===== src/sv/pwlc_pkg.sv =====
`default_nettype none
package pwlc_pkg;

  localparam int MAX_POINTS_DEF  = 10;
  localparam int VALUE_WIDTH_DEF = 16;
  localparam int COUNT_WRAP      = 10000;
  localparam int RUN_W           = 14;
  localparam int IDX_FIELD_W     = 4;
  localparam int CNT_FIELD_W     = 4;
  localparam int APB_ADDR_W      = 3;
  localparam int APB_DATA_W      = 32;

  typedef enum logic [0:0] {
    REG_POINT_COUNT = 1'b0,
    REG_ENABLE      = 1'b1
  } reg_idx_t;

  typedef enum logic [0:0] {
    OP_WRITE = 1'b0,
    OP_EVAL  = 1'b1
  } op_t;

endpackage
`default_nettype wire


===== src/sv/pwlc_ram.sv =====
`default_nettype none
module pwlc_ram #(
  parameter int WIDTH = 32,
  parameter int DEPTH = 10
) (
  input  wire logic                     clk,
  input  wire logic                     we,
  input  wire logic [$clog2(DEPTH)-1:0] waddr,
  input  wire logic [WIDTH-1:0]         wdata,
  input  wire logic [$clog2(DEPTH)-1:0] raddr,
  output logic      [WIDTH-1:0]         rdata
);

  logic [WIDTH-1:0] mem [DEPTH];

  always_ff @(posedge clk) begin
    if (we) begin
      mem[waddr] <= wdata;
    end
    rdata <= mem[raddr];
  end

endmodule
`default_nettype wire


===== src/sv/piecewise_linear_curve.sv =====
// channel  direction  handshake          payload
// in       input      in_valid/in_ready  operation, point_index, point_u, point_v, sample_u
// out      output     out_valid/out_ready value_out, enable_out, run_count
// cfg      input      APB psel/penable   point_count (0x0), enable (0x4)
//
// A checkpoint write is taken in idle. An evaluation runs accept, a table scan through the
// one-read-port memory, setup, multiply, 2*VALUE_WIDTH restoring division steps, fix-up
// and output load; a match or a sample beyond the end points skips from setup to output
// load, disabled or n < 2 from accept. A full output register stalls the output load.
// Synchronous reset clears the table through per-entry valid bits, held value and counter.
// A finished result waits in the output register; the next item is taken meanwhile.
`default_nettype none
module piecewise_linear_curve
  import pwlc_pkg::*;
#(
  parameter int MAX_POINTS  = pwlc_pkg::MAX_POINTS_DEF,
  parameter int VALUE_WIDTH = pwlc_pkg::VALUE_WIDTH_DEF
) (
  input  wire logic                                  clk,
  input  wire logic                                  rst_n,
  input  wire logic                                  in_valid,
  output logic                                       in_ready,
  input  wire logic                                  in_operation,
  input  wire logic [pwlc_pkg::IDX_FIELD_W-1:0]      in_point_index,
  input  wire logic signed [VALUE_WIDTH-1:0]         in_point_u,
  input  wire logic signed [VALUE_WIDTH-1:0]         in_point_v,
  input  wire logic signed [VALUE_WIDTH-1:0]         in_sample_u,
  output logic                                       out_valid,
  input  wire logic                                  out_ready,
  output logic signed [VALUE_WIDTH-1:0]              out_value_out,
  output logic                                       out_enable_out,
  output logic [pwlc_pkg::RUN_W-1:0]                 out_run_count,
  input  wire logic                                  psel,
  input  wire logic                                  penable,
  input  wire logic                                  pwrite,
  input  wire logic [pwlc_pkg::APB_ADDR_W-1:0]       paddr,
  input  wire logic [pwlc_pkg::APB_DATA_W-1:0]       pwdata,
  output logic [pwlc_pkg::APB_DATA_W-1:0]            prdata,
  output logic                                       pready
);

  localparam int VW = VALUE_WIDTH;
  localparam int AW = $clog2(MAX_POINTS);
  localparam int CW = $clog2(MAX_POINTS + 1);
  localparam int PW = 2 * VW;
  localparam int DW = $clog2(PW);

  typedef enum logic [2:0] {
    S_IDLE, S_SCAN, S_CALC, S_MUL, S_DIV, S_FIN, S_DONE
  } state_t;

  state_t state_r;

  logic [CW-1:0]          cnt_r;
  logic                   en_r;
  logic [MAX_POINTS-1:0]  valid_r;
  logic signed [VW-1:0]   s_r;
  logic [CW-1:0]          n_r;
  logic [CW-1:0]          iss_r;
  logic                   rd_pend_r;
  logic                   rd_vld_r;
  logic                   eq_f_r, lo_f_r, hi_f_r;
  logic signed [VW-1:0]   eq_v_r, lo_u_r, lo_v_r, hi_u_r, hi_v_r;
  logic [VW-1:0]          mag_r, du_r, span_r, rem_r;
  logic                   neg_r;
  logic [PW-1:0]          p_r;
  logic [DW-1:0]          dcnt_r;
  logic signed [VW-1:0]   res_r, held_r, out_value_r;
  logic                   eno_r, out_valid_r, out_eno_r;
  logic [RUN_W-1:0]       run_r, out_run_r, run_nxt;

  logic                   in_acc, ram_we, cfg_wr, issue;
  logic [AW-1:0]          ram_raddr;
  logic [2*VW-1:0]        ram_wdata, ram_rdata;
  logic signed [VW-1:0]   e_u, e_v;
  logic signed [VW:0]     dv, du_ext, res_ext;
  logic [VW:0]            rem_sh;
  logic                   div_ge;
  logic [VW-1:0]          rem_nxt;
  logic [CNT_FIELD_W-1:0] wcnt;
  reg_idx_t               widx, ridx;

  assign in_ready  = (state_r == S_IDLE);
  assign in_acc    = in_valid && in_ready;
  assign ram_we    = in_acc && (in_operation == OP_WRITE) && (int'(in_point_index) < MAX_POINTS);
  assign ram_wdata = {in_point_u, in_point_v};
  assign issue     = (state_r == S_SCAN) && (iss_r < n_r);
  assign ram_raddr = iss_r[AW-1:0];

  pwlc_ram #(.WIDTH(2 * VW), .DEPTH(MAX_POINTS)) u_table (
    .clk   (clk),
    .we    (ram_we),
    .waddr (AW'(in_point_index)),
    .wdata (ram_wdata),
    .raddr (ram_raddr),
    .rdata (ram_rdata)
  );

  assign e_u = rd_vld_r ? $signed(ram_rdata[2*VW-1:VW]) : '0;
  assign e_v = rd_vld_r ? $signed(ram_rdata[VW-1:0]) : '0;

  assign dv      = {hi_v_r[VW-1], hi_v_r} - {lo_v_r[VW-1], lo_v_r};
  assign du_ext  = {s_r[VW-1], s_r} - {lo_u_r[VW-1], lo_u_r};
  assign rem_sh  = {rem_r, p_r[PW-1]};
  assign div_ge  = rem_sh >= {1'b0, span_r};
  assign rem_nxt = div_ge ? VW'(rem_sh - {1'b0, span_r}) : rem_sh[VW-1:0];
  assign res_ext = neg_r ? ({s_r[VW-1] & 1'b0, lo_v_r} - {1'b0, p_r[VW-1:0]})
                         : ({1'b0, lo_v_r} + {1'b0, p_r[VW-1:0]});

  assign run_nxt = (int'(run_r) == COUNT_WRAP - 1) ? '0 : RUN_W'(run_r + 1'b1);

  assign cfg_wr = psel && penable && pwrite;
  assign widx   = reg_idx_t'(paddr[2]);
  assign ridx   = reg_idx_t'(paddr[2]);
  assign wcnt   = pwdata[CNT_FIELD_W-1:0];
  assign pready = 1'b1;

  always_comb begin
    case (ridx)
      REG_POINT_COUNT: prdata = APB_DATA_W'(cnt_r);
      REG_ENABLE:      prdata = APB_DATA_W'(en_r);
      default:         prdata = '0;
    endcase
  end

  always_ff @(posedge clk) begin
    if (!rst_n) begin
      state_r     <= S_IDLE;
      cnt_r       <= '0;
      en_r        <= 1'b1;
      valid_r     <= '0;
      held_r      <= '0;
      run_r       <= '0;
      out_valid_r <= 1'b0;
      rd_pend_r   <= 1'b0;
    end else begin
      if (cfg_wr && pready) begin
        case (widx)
          REG_POINT_COUNT: cnt_r <= (int'(wcnt) > MAX_POINTS) ? CW'(MAX_POINTS) : CW'(wcnt);
          REG_ENABLE:      en_r  <= pwdata[0];
          default:         ;
        endcase
      end
      if (ram_we) begin
        valid_r[AW'(in_point_index)] <= 1'b1;
      end
      if (out_valid_r && out_ready && state_r != S_DONE) begin
        out_valid_r <= 1'b0;
      end
      rd_pend_r <= issue;
      rd_vld_r  <= valid_r[ram_raddr];
      case (state_r)
        S_IDLE: begin
          if (in_acc && in_operation == OP_EVAL) begin
            s_r    <= in_sample_u;
            n_r    <= cnt_r;
            iss_r  <= '0;
            eq_f_r <= 1'b0;
            lo_f_r <= 1'b0;
            hi_f_r <= 1'b0;
            if (en_r && cnt_r >= CW'(2)) begin
              eno_r   <= 1'b1;
              state_r <= S_SCAN;
            end else begin
              eno_r   <= 1'b0;
              res_r   <= held_r;
              state_r <= S_DONE;
            end
          end
        end
        S_SCAN: begin
          if (issue) begin
            iss_r <= iss_r + 1'b1;
          end
          if (rd_pend_r) begin
            if (e_u == s_r) begin
              if (!eq_f_r) begin
                eq_f_r <= 1'b1;
                eq_v_r <= e_v;
              end
            end else if (e_u < s_r) begin
              if (!lo_f_r || e_u >= lo_u_r) begin
                lo_f_r <= 1'b1;
                lo_u_r <= e_u;
                lo_v_r <= e_v;
              end
            end else begin
              if (!hi_f_r || e_u < hi_u_r) begin
                hi_f_r <= 1'b1;
                hi_u_r <= e_u;
                hi_v_r <= e_v;
              end
            end
          end
          if (!issue && !rd_pend_r) begin
            state_r <= S_CALC;
          end
        end
        S_CALC: begin
          mag_r  <= dv[VW] ? VW'(-dv) : dv[VW-1:0];
          neg_r  <= dv[VW];
          du_r   <= du_ext[VW-1:0];
          span_r <= VW'(hi_u_r - lo_u_r);
          if (eq_f_r) begin
            res_r   <= eq_v_r;
            state_r <= S_DONE;
          end else if (!lo_f_r) begin
            res_r   <= hi_v_r;
            state_r <= S_DONE;
          end else if (!hi_f_r) begin
            res_r   <= lo_v_r;
            state_r <= S_DONE;
          end else begin
            state_r <= S_MUL;
          end
        end
        S_MUL: begin
          p_r     <= PW'(mag_r * du_r);
          rem_r   <= '0;
          dcnt_r  <= '0;
          state_r <= S_DIV;
        end
        S_DIV: begin
          rem_r  <= rem_nxt;
          p_r    <= {p_r[PW-2:0], div_ge};
          dcnt_r <= dcnt_r + 1'b1;
          if (dcnt_r == DW'(PW - 1)) begin
            state_r <= S_FIN;
          end
        end
        S_FIN: begin
          res_r   <= res_ext[VW-1:0];
          state_r <= S_DONE;
        end
        S_DONE: begin
          if (!out_valid_r || out_ready) begin
            out_valid_r <= 1'b1;
            out_value_r <= res_r;
            out_eno_r   <= eno_r;
            out_run_r   <= run_nxt;
            run_r       <= run_nxt;
            held_r      <= res_r;
            state_r     <= S_IDLE;
          end
        end
        default: state_r <= S_IDLE;
      endcase
    end
  end

  assign out_valid      = out_valid_r;
  assign out_value_out  = out_value_r;
  assign out_enable_out = out_eno_r;
  assign out_run_count  = out_run_r;

  a_run_range: assert property (@(posedge clk) disable iff (!rst_n)
    out_valid_r |-> (int'(out_run_r) < COUNT_WRAP))
    else $error("run count out of range");

  a_write_idle: assert property (@(posedge clk) disable iff (!rst_n)
    ram_we |-> (state_r == S_IDLE))
    else $error("table written during evaluation");

  a_quot_bound: assert property (@(posedge clk) disable iff (!rst_n)
    (state_r == S_FIN) |-> (p_r[VW-1:0] <= mag_r) && (p_r[PW-1:VW] == '0))
    else $error("quotient exceeds ordinate span");

  a_div_len: assert property (@(posedge clk) disable iff (!rst_n)
    (state_r == S_DIV) |-> (int'(dcnt_r) < PW))
    else $error("division step count overrun");

  a_scan_bound: assert property (@(posedge clk) disable iff (!rst_n)
    (state_r == S_SCAN) |-> (iss_r <= n_r) && (n_r >= CW'(2)))
    else $error("scan index past point count");

endmodule
`default_nettype wire

===== config.mk =====
export PLATFORM = sky130hd
export DESIGN_NAME = piecewise_linear_curve
export DESIGN_NICKNAME = d
export VERILOG_FILES = /design/src/sv/pwlc_pkg.sv /design/src/sv/pwlc_ram.sv /design/src/sv/piecewise_linear_curve.sv
export SDC_FILE = /design/constraint.sdc
export NUM_CORES = 2
export LEC_CHECK = 0
export BUFFER_PORTS_ARGS = -buffer_cell sky130_fd_sc_hd__clkbuf_2
export CELL_PAD_IN_SITES_DETAIL_PLACEMENT = 1
export CELL_PAD_IN_SITES_GLOBAL_PLACEMENT = 1
export CORE_ASPECT_RATIO = 1.1
export CORE_UTILIZATION = 44
export CTS_BUF_LIST = sky130_fd_sc_hd__clkbuf_4
export DETAILED_ROUTE_END_ITERATION = 6
export PLACE_DENSITY_LB_ADDON = 0.3
export SLEW_MARGIN = 30
export SYNTH_ARGS = -nofsm -noshare
export SYNTH_HDL_FRONTEND = slang
export SYNTH_SLANG_ARGS = --single-unit

===== constraint.sdc =====
create_clock -name clk -period 10.8 [get_ports clk]
set_clock_uncertainty 0.15 [all_clocks]
set_input_delay 1.08 -clock clk [delete_from_list [all_inputs] [get_ports clk]]
set_output_delay 1.08 -clock clk [all_outputs]
set_load 0.02 [all_outputs]

==> summary.txt <==
Floorplan
  – Core area: 86400 µm²
  – Horiz. Die Dim: 284 µm
  – Die area: 88600 µm²
  – I/O Pins: 161
  – Die height: 312 µm
  – Initial Utilization: 44.5%
  – # rows: 113

STA
  – Hold violation total from the final report: 0
  – Fin crit period: 7.34 ns
  – Final worst slack: 3.46 ns
  – Max Slew Vio Count: 0
  – Least-Margin Pin Slew: 0.932 ns
  – Final setup violation count: 0
  – Setup TNS: 0 ns
  – RSZ-0062 raised after global routing: false
  – Worst rel slew slack: 37.6%
  – Peak Freq: 136 MHz
  – Period utilization: 68.0%

Clocking
  – Post-cts resize count: 0
  – Num CTS Buffers: 159
  – CTS root buffer: clkbuf_4
  – Max H-tree Level: 4
  – Clock sinks: 660
  – Clock Latency Late Sink: 1.04 ns
  – Clock-pin slew on the worst setup and hold paths: 0.07 ns
  – Worst-case clock buffer depth: 3
  – CTS tree: yes

Critical path
  – Critical path class: register to register
  – Critical path launch point: mag_r[5]
  – WP data required: 11.36 ns
  – Startpoint types: register
  – Buf+Inv Stages, Crit Path: 4
  – Crit end category: register
  – CP delay by family, top: adder cells
  – Arrival @ worst endpoint: 7.90 ns
  – CP max-delay cell: edfxtp_1
  – Cell breakdown of the critical path: and2_1 -> fa_1 -> inv_1 -> fa_1 -> fa_1 -> fa_1 -> inv_1 -> fa_1 -> inv_1 -> fa_1 -> inv_1 -> ha_1 -> a21oi_1 -> nor2_1 -> a211oi_1 -> o31a_1 -> o21ai_0 -> o41ai_1 -> o31ai_1 -> xnor2_1 -> o21ai_0
  – CP max FO: 16
  – RR Startpoint: mag_r[5]
  – Cell mode on critical path: fa_1
  – Crit-path max cell delay: 0.69 ns

Yosys
  – Sequential area share after synthesis: 49.4%
  – Syn avg cell area: 12.0 µm²
  – Synth warn: 0
  – Synth top area share: 45.1%
  – Post-synth top area cell: edfxtp_1
  – Ys async rst share: 0%
  – Synthesis-stage register bit count: 660
  – Post-Syn Area: 38500 µm²
  – Syn Inst Count: 3192
  – Synth area leaders: edfxtp_1 45%, fa_1 10%, ha_1 7.7%
  – Top FF cell, synth: edfxtp_1
  – Post-synth EDFFs: 578
  – Yosys cell types: 75

Drt
  – Post-Route WL: 94.3 mm
  – Via count: 24800
  – DR iter-0 viols: 1234
  – TritonRoute pass-1 iters: 5
  – DR WL/cell: 20.2 µm
  – Antenna Nets Post-Route: 0
  – Vias per cell: 5.31
  – DRC viols: 0

Layout
  – Most frequent cells in the layout: 578 x edfxtp_1, 354 x inv_1, 290 x nand2_1, 237 x ha_1, 233 x clkbuf_4
  – Fin cells: 4677
  – Nets: 3922
  – # fillers: 9060
  – Layout cells sized above 1: 14.3%
  – Area grow syn2layout: 10.7%
  – Most common cell after layout, fill and taps aside: edfxtp_1

Min path
  – Worst min path class: input port to register
  – Hold path start: pwdata[3]

GRT
  – Vias in the first global route: 28200
  – Antenna violations before repair: 4
  – First-pass GRT wire length: 152 mm
  – GRT Total Usage: 21.8%
  – Gr ovfl total: 0
  – Pin count of the biggest net entering global routing: 104

Place
  – Hpwl dp: 67.4 mm
  – Buffers on Ports: 101
  – Dpl cells: 4366
  – Final Wtd Congestion: 0.871
  – Pre-CTS setup slack: 3.52 ns

Status
  – Status: complete, no violations

Run
  – Max-cap violations: 0
==> layer usage <==
layer,global-route usage (%),share of wire [%],vias to the layer above
li1,-,-,11600
met1,25.5,41,12600
met2,40.0,53,460
met3,3.48,3.3,181
met4,8.08,2.7,4
met5,0,0.022,-
==> worst paths after layout <==
kind / end / slack, ns / depth (start not counted)
setup / recovery: p_r[30] / 3.46 / 21
hold / removal: cnt_r[3] / 0.19 / 3
setup reg to reg: p_r[30] / 3.46 / 21
hold reg to reg: out_enable_out / 0.27 / 0
==> per-stage QoR <==
step	hold WS [ns]	util [%]	cell area, µm²
after floorplan	0.250	-	38600
after global placement	0.254	46.5	40200
after detailed placement	0.258	46.6	40200
after CTS	0.0647	49.2	42500
after global routing	0.0786	49.3	42600
final	0.186	49.3	42600
==> registers in the layout, summed over array words and instances (netlist names), 5 cells and up <==
signal         flops
rem_r             16
held_r            16
run_r             14
res_r             16
u_table.mem      320
dcnt_r             5
p_r               32
lo_u_r            16
mag_r             16
lo_v_r            16
du_r              16
s_r               16
eq_v_r            16
valid_r           10
u_table.rdata     32
out_run_count     14
span_r            16
hi_u_r            16
out_value_out     16
hi_v_r            16
==> cell type report <==
cell class                      count  area [µm²]  area share, %
Antenna cell                        5        12.5         0.0294
Clock buffer                      233        1750           4.11
Clock inverter                     59         437           1.03
Inverter                          356        1340           3.14
Multi-Input combinational cell   2063       17700           41.5
Sequential cell                   660       19000           44.6
Tap cell                         1150        1440           3.38
Timing Repair Buffer              151         928           2.18
==> tightest hold or removal path, stage by stage <==
cell and delay (ns):
clkbuf_2 0.10, nand2_1 0.06, a21oi_1 0.05
==> cells by family after synthesis <==
kind of cell,count (synthesis),share of synthesized area (%)
xor+xnor,128,2.92
other cells,2,0.0195
mux,136,5.71
compound gates,487,7.97
buf+inv,496,5.22
flops,660,49.4
fa+ha+maj,436,18.1
simple gates,847,10.7
==> synth_stat cells (all sizes together) (30+ instances only) <==
cell    count
a211oi     46
a21o       43
a21oi     162
and2      157
buf        50
clkbuf     90
dfxtp      82
edfxtp    578
fa        199
ha        237
inv       355
mux2i      67
mux4       66
nand2     290
nand3      30
nor2      175
nor2b      57
nor3       34
o21ai     112
xnor2      78
xor2       50
==> timing repair <==
action / CTS / global route
hold buffers: 14 / 0
endpoints found under the hold margin: 14 / 0
setup buffers: 0 / 0
Power is not shown: default switching activity piles up to over one toggle a cycle in this logic, so the estimate is an artifact.
